File: src/rtl/rfb_pkg.sv
package rfb_pkg;

  localparam int DEF_TAPS       = 7;
  localparam int DEF_MAX_STRIDE = 8;
  localparam int DEF_LINE_DEPTH = 64;

  localparam int PIX_W   = 24;
  localparam int COEF_W  = 17;
  localparam int CFG_W   = 24;
  localparam int IDX_W   = 3;
  localparam int CNT_W   = 6;

  // Bits of the Q1.32 alpha and of its complement, stepped through by the lanes.
  localparam int MAC_BITS = 33;
  // Quotient bits: eight for the channel and one that marks an overflow.
  localparam int DIV_BITS = 9;
  // Divisor om * 2^32, aligned to the top quotient bit.
  localparam int DEN_W    = COEF_W + 32 + DIV_BITS - 1;

  localparam logic [COEF_W-1:0] Q16_ONE      = 17'h10000;
  localparam logic [COEF_W-1:0] BG_THRESHOLD = 17'd6;

  localparam logic [IDX_W-1:0] REG_COEF_CENTER  = 3'd0;
  localparam logic [IDX_W-1:0] REG_COEF_SIDE_1  = 3'd1;
  localparam logic [IDX_W-1:0] REG_COEF_SIDE_2  = 3'd2;
  localparam logic [IDX_W-1:0] REG_COEF_SIDE_3  = 3'd3;
  localparam logic [IDX_W-1:0] REG_TAP_STRIDE   = 3'd4;
  localparam logic [IDX_W-1:0] REG_BG_ENABLE    = 3'd5;
  localparam logic [IDX_W-1:0] REG_BG_COLOR     = 3'd6;
  localparam logic [IDX_W-1:0] REG_INV_SAT      = 3'd7;

  typedef struct packed {
    logic start;
    logic mac;
    logic div;
  } lane_ctl_t;

endpackage

File: src/rtl/rfb_lane.sv
module rfb_lane
  import rfb_pkg::*;
#(
  parameter int ACC_W = 27
) (
  input  logic              clk,
  input  lane_ctl_t         ctl,
  input  logic [ACC_W-1:0]  acc,
  input  logic [7:0]        bg_chan,
  input  logic [COEF_W-1:0] om,
  input  logic              a_bit,
  input  logic              b_bit,
  output logic [7:0]        result
);

  localparam int NUM_W = ACC_W + 34;

  logic [NUM_W-1:0]          num_r;
  logic [24:0]               bgom_r;
  logic [DEN_W-1:0]          den_r;
  logic [DIV_BITS-1:0]       q_r;
  logic [NUM_W-1:0]          den_ext;
  logic [NUM_W-1:0]          mac_sum;
  logic                      fits;

  assign den_ext = NUM_W'(den_r);
  assign fits    = (num_r >= den_ext);
  // Horner form over the alpha bits, most significant first.
  assign mac_sum = {num_r[NUM_W-2:0], 1'b0}
                 + (a_bit ? NUM_W'(bgom_r) : '0)
                 + (b_bit ? NUM_W'(acc) : '0);

  always_ff @(posedge clk) begin
    if (ctl.start) begin
      num_r  <= '0;
      bgom_r <= {17'd0, bg_chan} * om;
      den_r  <= {om, {(DEN_W-COEF_W){1'b0}}};
      q_r    <= '0;
    end else if (ctl.mac) begin
      num_r <= mac_sum;
    end else if (ctl.div) begin
      if (fits) begin
        num_r <= num_r - den_ext;
      end
      q_r   <= {q_r[DIV_BITS-2:0], fits};
      den_r <= den_r >> 1;
    end
  end

  assign result = q_r[DIV_BITS-1] ? 8'hFF : q_r[7:0];

endmodule

File: config.mk
export PLATFORM = sky130hd
export DESIGN_NAME = rfb_lane
export DESIGN_NICKNAME = d
export VERILOG_FILES = /design/src/rtl/rfb_pkg.sv /design/src/rtl/rfb_lane.sv
export SDC_FILE = /design/constraint.sdc
export NUM_CORES = 1
export LEC_CHECK = 0
export BUFFER_PORTS_ARGS = -buffer_cell sky130_fd_sc_hd__buf_4
export CAP_MARGIN = 20
export CORE_UTILIZATION = 47
export CTS_CLUSTER_DIAMETER = 30
export DETAILED_ROUTE_END_ITERATION = 8
export RECOVER_POWER = 50
export SYNTH_ARGS = -nofsm -noshare
export SYNTH_HDL_FRONTEND = slang
export SYNTH_SLANG_ARGS = --single-unit
File: constraint.sdc
create_clock -name clk -period 10.15 [get_ports clk]
set_input_delay 1.015 -clock clk [delete_from_list [all_inputs] [get_ports clk]]
set_output_delay 1.015 -clock clk [all_outputs]
set_load 0.02 [all_outputs]
==> Yosys cells after proc, flatten, opt, wreduce, memory -nomap -nowiden <==
Cells that the tools add are included.
{ "word_totals": {"reg_bits": 152, "inputBits": 58, "out_inout_bits": 8, "elab_cells": 27} }
{ "classes": {"add_sub_neg": 3, "multipliers": 1, "magnitude_cmp": 1, "n_eq_ne": 1, "n_mux": 9, "bitwise_logic": 1, "n_reduce_logical": 6} }
{ "op_table": {"columns": ["op", "count"], "rows": [
  ["2-to-1 mux 61 bit", 3],
  ["2-to-1 mux 57 bit", 3],
  ["adder 61 x 25 -> 61 bit", 1],
  ["adder 61 x 27 -> 61 bit", 1],
  [">= comparator 61 x 57 -> 1 bit", 1],
  ["subtractor 61 x 57 -> 61 bit", 1],
  ["2-to-1 mux 27 bit", 1],
  ["multiplier 8 x 17 -> 25 bit", 1],
  ["2-to-1 mux 25 bit", 1],
  ["2-to-1 mux 8 bit", 1],
  ["AND reduction 2 bit", 3],
  ["nonzero test 2 bit", 3],
  ["inequality test 2 x 1 -> 1 bit, second input constant", 1],
  ["inverter 1 bit", 1]
]} }

==> Logic depth before layout (Yosys ltp) <==
{ "depth": {"ltp_word": 4, "mapped_depth": 22, "depth_no_buf": 22} }

==> Worst setup path before layout <==
Ideal clock, no wire load.
{ "synth_timing": {"path_type": "input to register", "from": "in bg_chan[2]", "to": "reg bgom_r[23], data pin", "setup_time_ns": 0.258, "arrival_ns": 5.365, "required_time_ns": 9.892, "path_slack_ns": 4.528, "path_stages": 20, "path_buffers": 1, "path_cell_list": "clkbuf_1 > nand2_1 > fa_1 > fa_1 > inv_1 > fa_1 > inv_1 > fa_1 > inv_1 > ha_1 > a21boi_0 > o21ai_0 > nand2b_1 > nor2b_1 > nor2_1 > o31ai_1 > o41ai_1 > o2111ai_1 > a21oi_1 > xnor2_1"} }
{ "synth_between": {"elab_chain_len": 1} }
{ "synth_rtl": {"columns": ["item", "line", "rtl"], "rows": [
  ["from (decl)", "rfb_lane.sv:9", "input logic [7:0] bg_chan,"],
  ["multiplier 8 x 17 -> 25 bit", "rfb_lane.sv:36", "bgom_r <= {17'd0, bg_chan} * om;"],
  ["to (signal assigned)", "rfb_lane.sv:36", null],
  ["to (decl)", "rfb_lane.sv:19", "logic [24:0] bgom_r;"]
]} }
No other way between the ends.
A chain may end at the register's enable or synchronous reset.

==> Worst setup path in the final report <==
{ "layout_timing": {"from": "in bg_chan[0]", "to": "reg bgom_r[24], data pin"} }
Same word-level chain as after synthesis.

==> impl_metrics.csv <==
group,metric,value,unit
routing,ant_nets,0,
cells_and_area,multi_input_area,0.0114,mm²
die,num_rows,67,
pwr,power,4150,µW
cts,cts_tree,"done",
setup_path,r2r-end,"num_r[60]$_SDFFE_PP0P_",
cts,clock_latency,0.46,ns
routing,drt_pass1_iterations,5,
cts,cts-buffers-inserted,17,
timing,fin_crit,5.84,ns
placed_design,place_congestion,0.884,
global_route,grt_pass1_wl,68.7,mm
synthesis,synth_edf_count,42,
pwr,p_comb_frac,0.638,
synthesis,synth.net_count,2198,
setup_path,r2r_slack,5.38,ns
timing,hold_viol,0,
synthesis,synth_area_leaders,"fa_1, dfxtp_1, ha_1",
synthesis,ys.flop_type,"dfxtp_1",
synthesis,synth_commonest_cells,"inv_1, and2_1, nand2_1, ha_1, a21oi_1",
routing,drc,0,
pwr,p_clk_frac,0.150,
synthesis,synth_cell_types,70,
timing,slew_headroom,-1.01,
global_route,antenna_found_initial,0,
hold_path,hold_class,"flip-flop to flip-flop",
routing,viasPerCell,5.58,
hold_path,min_to,"den_r[2]$_SDFFE_PP0P_",
setup_path,crit_type,"input port to flip-flop",
routing,vias,13200,
setup_path,r2r_start,"bgom_r[2]$_DFFE_PP_",
pwr,power_density,241,mW/mm²
cts,clock-root-buffer,"clkbuf_16",
die,dieArea,0.0346,mm²
flow_run,maxCapViolations,5,
placed_design,port_buffers,65,
cts,clock_sinks,152,
timing,tightest_slew,3.01,ns
cts,clk_path_buf_depth,2,
timing,fin_skew,0.0121,ns
synthesis,yosys.area.top_type,"fa_1",
timing,rsz0062_at_grt,"false",
synthesis,synth_area_per_cell,8.41,µm²
die,fp.coreArea,0.0334,mm²
die,ios,66,
synthesis,synth_area,0.0159,mm²
cells_and_area,register_area,0.00346,mm²
cells_and_area,fin_util,0.516,
setup_path,cp.required,10.36,ns
timing,finalSetupTns,0,ns
cells_and_area,syn2layout_area_growth,8.40,%
synthesis,synth.top_cell.area_share,0.146,
global_route,grt_max_degree,75,
global_route,track_usage,0.258,
timing,holdWs,0.453,ns
pwr,ir_drop,0.131,mV
synthesis,synth_cells,1892,
pwr,p_sw_frac,0.464,
cells_and_area,antennaDiodeCount,0,
die,start_util,0.476,
pwr,intPower,2230,µW
synthesis,yosys.cell_count.top_type,"inv_1",
global_route,globalRouteOverflowTotal,0,
timing,post-route-period-util,0.575,
cts,cts_resized,0,
synthesis,yosys_warnings,0,
die,die_x,186,µm
setup_path,r2r_cells,15,
placed_design,place_hpwl,33.3,mm
pwr,p_leak,0.00757,µW
hold_path,whs_path_depth,2,
cells_and_area,fillCellCount,3238,
routing,wire_per_inst,18.1,µm
cts,cts_setup_buffers,0,
status,violations,"max-capacitance violations, max-slew violations",
timing,setup-violations-final,0,
die,die_y,186,µm
hold_path,hold_start,"den_r[3]$_SDFFE_PP0P_",
cts,holdBufCountCts,0,
setup_path,startpoint_type,"input port",
synthesis,synthArstFlopShare,0,
cts,cts_htree_levels,4,
timing,clock.fmax,0.171,GHz
synthesis,yosysSeqAreaShare,0.218,
routing,drt_iter0_drc,933,
status,outcome,"finished, violations left",
cts,clk_pin_slew,0.07,ns
setup_path,endpoint_kind,"flip-flop",
cells_and_area,final_nets,2211,
pwr,pwr-share-seq,0.212,
setup_path,crit_arrival,6.04,ns
global_route,grt_pass1_vias,13000,
cells_and_area,drive_gt1_frac,0.0626,
pwr,p_switching,1930,µW
synthesis,ys_ff_latch,152,
routing,finalWirelength,42.9,mm
timing,drv_slew,232,
setup_path,crit_fanout,17,
power by group through the flow:
| stage | Sequential, µW | Combinational (µW) | Clock, µW |
|---|---|---|---|
| 2_1_floorplan | 855 | 2020 | 0 |
| 3_3_place_gp | 893 | 2590 | 0 |
| 3_5_place_dp | 893 | 2630 | 0 |
| 4_1_cts | 881 | 2650 | 634 |
| 5_1_grt | 897 | 2960 | 658 |
| 6_report | 881 | 2650 | 622 |
cells by family (layout without fill, tap and decap cells):
family	Yosys count	after routing	synth area share
AO/OA/AOI/OAI	482	482	0.199
XOR/XNOR	128	128	0.0705
adder cells (fa/ha/maj)	248	248	0.250
buffers and inverters	269	295	0.0639
flip-flops	152	152	0.218
multiplexers	9	9	0.00574
AND/OR/NAND/NOR	604	604	0.194
stage by stage:
step                cells  cell area [µm²]  worst slack, ns
floorplan            1892            15900             4.53
global placement     2333            16700             4.16
detailed placement   2333            16700             4.03
CTS                  2365            17300             4.50
global route         2366            17200             3.98
finish               2366            17200             4.31
cell usage in the layout (no fill, tap or decap), types with 26 or more instances in the layout:
cell type,synthesis,layout
inv_1,187,186
xor2_1,59,59
nand2_1,158,158
ha_1,132,132
and2_1,175,170
edfxtp_1,42,42
nand3_1,28,28
buf_4,0,60
nand4_1,26,26
a21oi_1,126,126
o21ai_0,101,101
xnor2_1,69,69
a21o_1,47,47
a211oi_1,84,84
fa_1,116,116
nor2_1,114,114
dfxtp_1,110,110
routing by layer:
| metal | vias to the layer above | global-route usage | routed length, µm | share of wire |
|---|---|---|---|---|
| met5 | - | 0 | 0 | 0 |
| met4 | 0 | 0.0859 | 1030 | 0.024 |
| met3 | 53 | 0.0297 | 1320 | 0.031 |
| met2 | 248 | 0.436 | 20300 | 0.47 |
| met1 | 6357 | 0.341 | 20200 | 0.47 |
| li1 | 6534 | - | - | - |
worst max path at each step:
| stage | start | slack, ns | cells past startpoint | endpoint |
|---|---|---|---|---|
| 2_1_floorplan | bg_chan[2] | 4.53 | 20 | bgom_r[23]$_DFFE_PP_ |
| 3_3_place_gp | bg_chan[2] | 4.16 | 20 | bgom_r[23]$_DFFE_PP_ |
| 3_5_place_dp | bg_chan[2] | 4.03 | 20 | bgom_r[23]$_DFFE_PP_ |
| 4_1_cts | bg_chan[2] | 4.50 | 20 | bgom_r[23]$_DFFE_PP_ |
| 5_1_grt | ctl[2] | 3.98 | 6 | den_r[8]$_SDFFE_PP0P_ |
| 6_report | bg_chan[0] | 4.31 | 21 | bgom_r[24]$_DFFE_PP_ |
state kept, by name, summed over array words and instances (netlist names):
name	count
q_r	9
num_r	61
den_r	57
bgom_r	25
area by class of cell:
type / instances / area share
clock buffers: 22 / 0.0287
clock inverters: 10 / 0.00399
inverters: 188 / 0.0409
multi-input cells: 1471 / 0.663
flip-flops and latches: 152 / 0.201
well taps: 448 / 0.0325
repair buffers: 75 / 0.0299
worst max-delay path, cell delays in order:
cell and delay (ns):
clkbuf_1 0.62, nand2_1 0.18, fa_1 0.58, inv_1 0.04, ha_1 0.27, inv_1 0.06
fa_1 0.59, inv_1 0.06, ha_1 0.29, a21o_1 0.18, a21o_1 0.20, a21oi_1 0.23
o21ai_0 0.20, a21oi_1 0.34, a311oi_1 0.19, o21a_1 0.22, o21a_1 0.20, o211a_1 0.22
o21ai_0 0.15, nand2b_1 0.09, xnor2_1 0.12
Power figures use the tool's default switching activity.
