`src/rtl/rfb_pkg.sv`:
```
package rfb_pkg;

  localparam int DEF_TAPS       = 7;
  localparam int DEF_MAX_STRIDE = 8;
  localparam int DEF_LINE_DEPTH = 64;

  localparam int PIX_W   = 24;
  localparam int COEF_W  = 17;
  localparam int CFG_W   = 24;
  localparam int IDX_W   = 3;
  localparam int CNT_W   = 6;

  // Bits of the Q1.32 alpha and of its complement, stepped through by the lanes.
  localparam int MAC_BITS = 33;
  // Quotient bits: eight for the channel and one that marks an overflow.
  localparam int DIV_BITS = 9;
  // Divisor om * 2^32, aligned to the top quotient bit.
  localparam int DEN_W    = COEF_W + 32 + DIV_BITS - 1;

  localparam logic [COEF_W-1:0] Q16_ONE      = 17'h10000;
  localparam logic [COEF_W-1:0] BG_THRESHOLD = 17'd6;

  localparam logic [IDX_W-1:0] REG_COEF_CENTER  = 3'd0;
  localparam logic [IDX_W-1:0] REG_COEF_SIDE_1  = 3'd1;
  localparam logic [IDX_W-1:0] REG_COEF_SIDE_2  = 3'd2;
  localparam logic [IDX_W-1:0] REG_COEF_SIDE_3  = 3'd3;
  localparam logic [IDX_W-1:0] REG_TAP_STRIDE   = 3'd4;
  localparam logic [IDX_W-1:0] REG_BG_ENABLE    = 3'd5;
  localparam logic [IDX_W-1:0] REG_BG_COLOR     = 3'd6;
  localparam logic [IDX_W-1:0] REG_INV_SAT      = 3'd7;

  typedef struct packed {
    logic start;
    logic mac;
    logic div;
  } lane_ctl_t;

endpackage

```
`src/rtl/rfb_tap_cell.sv`:
```
module rfb_tap_cell
  import rfb_pkg::*;
(
  input  logic              clk,
  input  logic              load,
  input  logic              shift,
  input  logic [PIX_W-1:0]  load_pix,
  input  logic [COEF_W-1:0] load_weight,
  input  logic [PIX_W-1:0]  next_pix,
  input  logic [COEF_W-1:0] next_weight,
  output logic [PIX_W-1:0]  pix,
  output logic [COEF_W-1:0] weight
);

  logic [PIX_W-1:0]  pix_r;
  logic [COEF_W-1:0] weight_r;

  always_ff @(posedge clk) begin
    if (load) begin
      pix_r    <= load_pix;
      weight_r <= load_weight;
    end else if (shift) begin
      pix_r    <= next_pix;
      weight_r <= next_weight;
    end
  end

  assign pix    = pix_r;
  assign weight = weight_r;

endmodule

```
`config.mk`:
```
export PLATFORM = sky130hd
export DESIGN_NAME = rfb_tap_cell
export DESIGN_NICKNAME = d
export VERILOG_FILES = /design/src/rtl/rfb_pkg.sv /design/src/rtl/rfb_tap_cell.sv
export SDC_FILE = /design/constraint.sdc
export NUM_CORES = 1
export LEC_CHECK = 0
export BUFFER_PORTS_ARGS = -buffer_cell sky130_fd_sc_hd__buf_4
export CAP_MARGIN = 20
export CORE_MARGIN = 2
export CORE_UTILIZATION = 45
export CTS_BUF_LIST = sky130_fd_sc_hd__clkbuf_16
export DETAILED_ROUTE_END_ITERATION = 12
export PLACE_DENSITY_LB_ADDON = 0.3
export SLEW_MARGIN = 20
export SYNTH_ARGS = -nofsm -noshare
export SYNTH_HDL_FRONTEND = slang
export SYNTH_SLANG_ARGS = --single-unit
export TNS_END_PERCENT = 20
```
`constraint.sdc`:
```
create_clock -name clk -period 3.7 [get_ports clk]
set_input_delay 0.74 -clock clk [delete_from_list [all_inputs] [get_ports clk]]
set_output_delay 0.74 -clock clk [all_outputs]
set_load 0.005 [all_outputs]
```
# Yosys cells after proc, flatten, opt, wreduce, memory -nomap -nowiden
# Index checks and enable logic that the tools add are counted.
[op_classes]
n_mux = 4
n_reduce_logical = 1
[op_table]
columns = ["cell", "n"]
rows = [
  ["24-bit two-way mux", 2],
  ["17-bit two-way mux", 2],
  ["2-bit nonzero test", 1],
]
[totals]
wordCells = 7
output_inout_bits = 41
regBits = 41
input_bits = 85

# Logic depth before layout (Yosys ltp)
# Gate-level depths: netlist of the first run.
[logic_depth]
ltp_word = 2
depth_mapped = 3
ltp_nobuf = 1

# Worst setup path after synthesis of the first run
# No wires, ideal clock.
[synth_path]
kind = "input -> register"
from = "input load"
to = "register pix_r[0], in the netlist pix[0], enable pin"
n_path_buf = 2
required_time_ns = 3.300
setup_ns = 0.400
slack_ns = 1.333
t_arrival_ns = 1.967
stages = 3
cell_sequence = "buf_6 > buf_12 > or2_1"
[synth_between]
elab_chain_cells = 1
[synth_lines]
columns = ["item", "line", "text"]
rows = [
  ["start, declared", "rfb_tap_cell.sv:5", "input logic load,"],
  ["2-bit nonzero test (no line)", "-", ""],
  ["end signal, assigned", "rfb_tap_cell.sv:20", "pix_r <= load_pix;"],
  ["end signal, assigned", "rfb_tap_cell.sv:23", "pix_r <= next_pix;"],
  ["end, declared", "rfb_tap_cell.sv:15", "logic [PIX_W-1:0] pix_r;"],
]
# No other way between the ends.
# A chain may end at the register's enable or synchronous reset.

# Worst setup path in the final report of the first run
[layout_path]
from = "input load"
to = "register pix_r[22], in the netlist pix[22], data pin"
[layout_between]
elab_chain_cells = 1
[layout_lines]
columns = ["item", "line", "text"]
rows = [
  ["24-bit two-way mux", "rfb_tap_cell.sv:19", "if (load) begin"],
]
# No other way between the ends.

==> qor.yml, run 1 <==
clock_network:
  path_clk_slew_ns: 0.06
  cts_sinks: 41
  post_cts_resized: 0
  cts_hold_buffers: 0
  cts_setup_buffers: 0
  clockBufferDepth: 2
  cts_tree: "built"
  cts_buffers: 5
  cts-htree-levels: 2
  cts-root-buf: "clkbuf_16"
power_and_ir_drop:
  pwr-share-clk_pct: 32.3
  power.share.sequential_pct: 48.4
  total_power_mw: 1.212
  switching_share_pct: 19.44
  p_sw_mw: 0.2356
  peakVddDrop_mv: 0.2520
  p_leak_nw: 1.422
  powerDensity_mw_per_mm2: 405.9
  intPower_mw: 0.9765
  power_frac_comb_pct: 19.3
layout:
  areaGrowthSynthToFinish_pct: 54.20
  drive_gt1_share_pct: 80.09
  antennaDiodeCount: 0
  fin_nets: 301
global_routing:
  grt_pass1_wl_mm: 6.886
  grt_remaining_overflow: 0
  grt_util_all_layers_pct: 18.46
  first_global_vias: 1351
  grt_start_max_net_pins: 42
  antenna_found_initial: 0
floorplanning:
  die_h_um: 69.61
  io_pins: 126
  coreArea_mm2: 0.004058
  fp.dieW_um: 69.61
  die-area_mm2: 0.004845
  core.rowCount: 23
  start_util_pct: 47.73
setup_path:
  crit_path_end_kind: "register"
  worstSetupStartpoint: "load"
  crit_required_ns: 3.73
  cp-start-kind: "primary input"
  crit_fanout: 41
  timing.critical_path.to: "pix[22]"
  slowest_delay_ns: 0.58
  crit_family: "buffers and inverters"
  crit_path_frequent_cell: "buf_4"
  cp.buffers_inverters: 2
  critPathKind: "primary input to register"
  crit_cells: 3
  critical_path_arrival_ns: 1.83
  cp_cell_sequence: "buf_4 > buf_4 > mux2_2"
  cpMaxStageDelayCell: "buf_4"
detailed_routing:
  initialDrtViolationCount: 54
  wl_per_cell_um: 16.38
  wl_mm: 4.356
  num_vias: 1264
  post-route-drc-count: 0
  drtPass1Iterations: 4
  via_per_inst: 4.752
  final_antenna_net_count: 0
job:
  cap_violations: 0
synthesis:
  ys_ff_latch: 41
  syn_avg_cell_area_um2: 22.01
  synth.distinct_cells: 6
  yosysSeqAreaShare_pct: 63.57
  synth_nets: 173
  syn-cell-area_mm2: 0.001937
  synth_warnings: 0
  synth_cells: 88
worst_hold_path:
  hold_class: "primary input to register"
timing:
  min_period_ns: 1.800
  worst_slew_pin_slew_ns: 0.9303
  setup_viol: 0
  slew_viol_final: 0
  finalHoldViolations: 0
  setup_tns_ns: 0
  slew_headroom_pct: 37.98
  max_freq_ghz: 0.5555
  period_share_pct: 48.65
  rsz0062_at_grt: "false"
placed_design:
  place_congestion: 0.8035
  dp_hpwl_mm: 3.207
  port_buffers: 125
run_status:
  status: "complete, no violations"
-- flip-flops by register name, indices dropped and copies added, names as in the netlist --
| name | flops |
|---|---|
| weight | 17 |
| pix | 24 |
-- final cells by class --
cell class | instances | area (um^2)
Multi-Input combinational cell | 42 | 614.3
Clock buffer | 5 | 125.1
Sequential cell | 41 | 1231
Timing Repair Buffer | 126 | 945.9
Clock inverter | 2 | 7.507
Tap cell | 50 | 62.56
Fill cell | 281 | 1071
-- cell usage after synthesis, drive strengths merged --
cell type  number  area [um^2]
buf             5        91.34
edfxtp         41         1231
mux2           41        608.1
or2             1        6.260
-- worst min-delay path by stage --
stage,start,endpoint,slack (ns),cells after the start
2_1_floorplan,load_pix[0],pix[0],0.96,1
3_3_place_gp,load_pix[11],pix[11],1.04,2
3_5_place_dp,load_weight[15],weight[15],1.04,2
4_1_cts,next_weight[9],weight[9],0.76,2
5_1_grt,load_pix[7],pix[7],0.76,2
6_report,next_weight[9],weight[9],0.76,2
-- layout by cell type, fill, tap and decap left out --
| cell | synthesis | routed |
|---|---|---|
| buf_4 | 0 | 126 |
| clkbuf_16 | 0 | 5 |
| clkinv_1 | 0 | 1 |
| edfxtp_1 | 41 | 41 |
| inv_1 | 0 | 1 |
| mux2_2 | 2 | 2 |
| mux2_4 | 39 | 39 |
| or2_2 | 0 | 1 |
-- cell families after synthesis --
| group | Yosys count | synth area share [%] |
|---|---|---|
| DFF | 41 | 63.57 |
| muxes | 41 | 31.40 |
| buffers and inverters | 5 | 4.716 |
| and+or+nand+nor | 1 | 0.3232 |
-- metrics by stage --
stage	worst slack (ns)	util, %	hold WS [ns]	cells	area [um^2]
floorplan	1.333	-	0.9575	88	1937
global placement	1.654	70.34	1.041	259	2854
detailed placement	1.602	70.34	1.043	259	2854
CTS	1.888	73.60	0.7588	266	2987
global route	1.853	73.60	0.7553	266	2987
finish	1.900	73.60	0.7616	266	2987
-- routing by layer --
layer / GRT usage (%) / vias to the layer above / wire length, um
li1: - / 598 / -
met1: 20.57 / 578 / 1583
met2: 32.37 / 81 / 2212
met3: 6.686 / 7 / 493
met4: 6.536 / 0 / 67
met5: 0 / - / 0
-- power by group through the flow --
stage	registers (mW)	clock network (mW)	logic [mW]
after floorplan	0.601	0	0.0833
after global placement	0.593	0	0.229
after detailed placement	0.596	0	0.236
after CTS	0.587	0.402	0.237
after global routing	0.591	0.426	0.249
final	0.586	0.392	0.234
Power figures use the tool's default switching activity.
==> run 2: changes to the inputs <==
--- a/config.mk
+++ b/config.mk
@@ -8,7 +8,7 @@
 export BUFFER_PORTS_ARGS = -buffer_cell sky130_fd_sc_hd__buf_4
 export CAP_MARGIN = 20
 export CORE_MARGIN = 2
-export CORE_UTILIZATION = 45
+export CORE_UTILIZATION = 42
 export CTS_BUF_LIST = sky130_fd_sc_hd__clkbuf_16
 export DETAILED_ROUTE_END_ITERATION = 12
 export PLACE_DENSITY_LB_ADDON = 0.3
==> constraint.sdc (replaced) <==
create_clock -name clk -period 1.7 [get_ports clk]
set_input_delay 0.34 -clock clk [delete_from_list [all_inputs] [get_ports clk]]
set_output_delay 0.34 -clock clk [all_outputs]
set_load 0.005 [all_outputs]
==> qor.yml, run 2 (same netlist as run 1, synthesis figures left out) <==
floorplanning:
  core.rowCount: 24  # was 23
  die_h_um: 71.91  # was 69.61 um
  coreArea_mm2: 0.004384  # was 0.004058 mm^2
  start_util_pct: 44.18  # was 47.73%
  io_pins: 126  # unchanged
  die-area_mm2: 0.005171  # was 0.004845 mm^2
  fp.dieW_um: 71.91  # was 69.61 um
power_and_ir_drop:
  powerDensity_mw_per_mm2: 923.0  # was 405.9 mW/mm^2
  power_frac_comb_pct: 18.4  # was 19.3%
  p_sw_mw: 0.5397  # was 0.2356 mW
  power.share.sequential_pct: 45.0  # was 48.4%
  peakVddDrop_mv: 0.4687  # was 0.2520 mV
  pwr-share-clk_pct: 36.6  # was 32.3%
  p_leak_nw: 1.459  # was 1.422 nW
  intPower_mw: 2.291  # was 0.9765 mW
  total_power_mw: 2.831  # was 1.212 mW
  switching_share_pct: 19.07  # was 19.44%
timing:
  slew_headroom_pct: 81.76  # was 37.98%
  max_freq_ghz: 0.8697
  worst_slew_pin_slew_ns: 0.2735  # was 0.9303 ns
  setup_tns_ns: 0  # unchanged
  finalHoldViolations: 0  # unchanged
  setup_slack_ns: 0.5502  # was 1.900 ns
  min_period_ns: 1.150
  slew_viol_final: 0  # unchanged
  rsz0062_at_grt: "false"  # unchanged
  period_share_pct: 67.64
  setup_viol: 0  # unchanged
layout:
  postLayoutCoreUtil_pct: 69.95  # was 73.60%
  n_fill_cell: 328  # was 281
  antennaDiodeCount: 0  # unchanged
  fin_nets: 304  # was 301
  layout_commonest_cell: "buf_4"  # unchanged
  drive_gt1_share_pct: 80.45  # was 80.09%
  fin_area_mm2: 0.003067  # was 0.002987 mm^2
  areaGrowthSynthToFinish_pct: 58.33  # was 54.20%
  layout_common_cells: "127 x buf_4, 41 x edfxtp_1, 39 x mux2_4"  # was 126 x buf_4, 41 x edfxtp_1, 39 x mux2_4
  largest_reg_flops: 24  # unchanged
setup_path:
  worstSetupStartpoint: "pix[8]"  # was load
  crit_required_ns: 1.36  # was 3.73 ns
  cp.buffers_inverters: 1  # was 2
  cp-start-kind: "register"  # was primary input
  critical_path_arrival_ns: 0.81  # was 1.83 ns
  crit_path_end_kind: "output pin"  # was register
  crit_fanout: 1  # was 41
  slowest_delay_ns: 0.38  # was 0.58 ns
  cp_cell_sequence: "buf_4"  # was buf_4 > buf_4 > mux2_2
  crit_family: "flip-flops"  # was buffers and inverters
  cpMaxStageDelayCell: "edfxtp_1"  # was buf_4
  critPathKind: "register to output pin"  # was primary input to register
global_routing:
  antenna_found_initial: 0  # unchanged
  first_global_vias: 1308  # was 1351
  grt_start_max_net_pins: 22  # was 42
  grt_remaining_overflow: 0  # unchanged
  grt_util_all_layers_pct: 17.00  # was 18.46%
  grt_pass1_wl_mm: 6.465  # was 6.886 mm
clock_network:
  cts_buffers: 5  # unchanged
  cts_tree: "built"  # unchanged
  cts_hold_buffers: 0  # unchanged
  cts-htree-levels: 2  # unchanged
  path_clk_slew_ns: 0.06  # about the same
  clockBufferDepth: 2  # unchanged
  cts-root-buf: "clkbuf_16"  # unchanged
  cts_sinks: 41  # unchanged
  post_cts_resized: 0  # unchanged
  cts_setup_buffers: 0  # unchanged
worst_hold_path:
  hold_class: "primary input to register"  # unchanged
  min-delay-start: "load_weight[15]"  # was next_weight[9]
detailed_routing:
  num_vias: 1298  # was 1264
  wl_mm: 4.312  # was 4.356 mm
  initialDrtViolationCount: 77  # was 54
  drtPass1Iterations: 4  # unchanged
  post-route-drc-count: 0  # unchanged
  via_per_inst: 4.772  # was 4.752
  wl_per_cell_um: 15.85  # was 16.38 um
  final_antenna_net_count: 0  # unchanged
job:
  cap_violations: 0  # unchanged
run_status:
  status: "complete, no violations"  # unchanged
placed_design:
  dpl_worst_slack_ns: 0.3799  # was 1.602 ns
  placed_cell_area_mm2: 0.002904  # was 0.002854 mm^2
  port_buffers: 125  # unchanged
  place_congestion: 0.6699  # was 0.8035
-- run 2: per-stage QoR --
step	hold WS (ns)	cells
after floorplan	0.5575	88
after global placement	0.6406	264
after detailed placement	0.6441	264
after CTS	0.3505	272
after global routing	0.3503	272
final	0.3562	272
-- run 2: metal layers --
layer | track usage (%) | vias to the layer above | share of wire (%)
met3 | 6.250 | 6 | 10
met5 | 0 | - | 0
met1 | 19.65 | 611 | 36
met4 | 5.660 | 0 | 1.3
met2 | 29.32 | 77 | 53
li1 | - | 604 | -
-- run 2: area by class of cell --
type / instances / area (um^2) / area share (%)
tap: 52 / 65.06 / 2.122
clock buffer: 5 / 125.1 / 4.080
clock inverter: 3 / 37.54 / 1.224
sequential: 41 / 1231 / 40.15
multi-input combinational: 42 / 614.3 / 20.03
timing repair buffer: 129 / 993.5 / 32.39
-- run 2: final timing paths --
check | end | slack, ns | depth (start not counted)
max | pix[8] | 0.55 | 1
min | weight[15] | 0.36 | 2
-- run 2: power by group through the flow --
stage | Combinational, mW | Sequential, mW | Clock (mW)
after floorplan | 0.182 | 1.31 | 0
after global placement | 0.512 | 1.29 | 0
final | 0.521 | 1.27 | 1.04
after detailed placement | 0.528 | 1.30 | 0
after CTS | 0.529 | 1.28 | 1.06
after global routing | 0.557 | 1.29 | 1.09
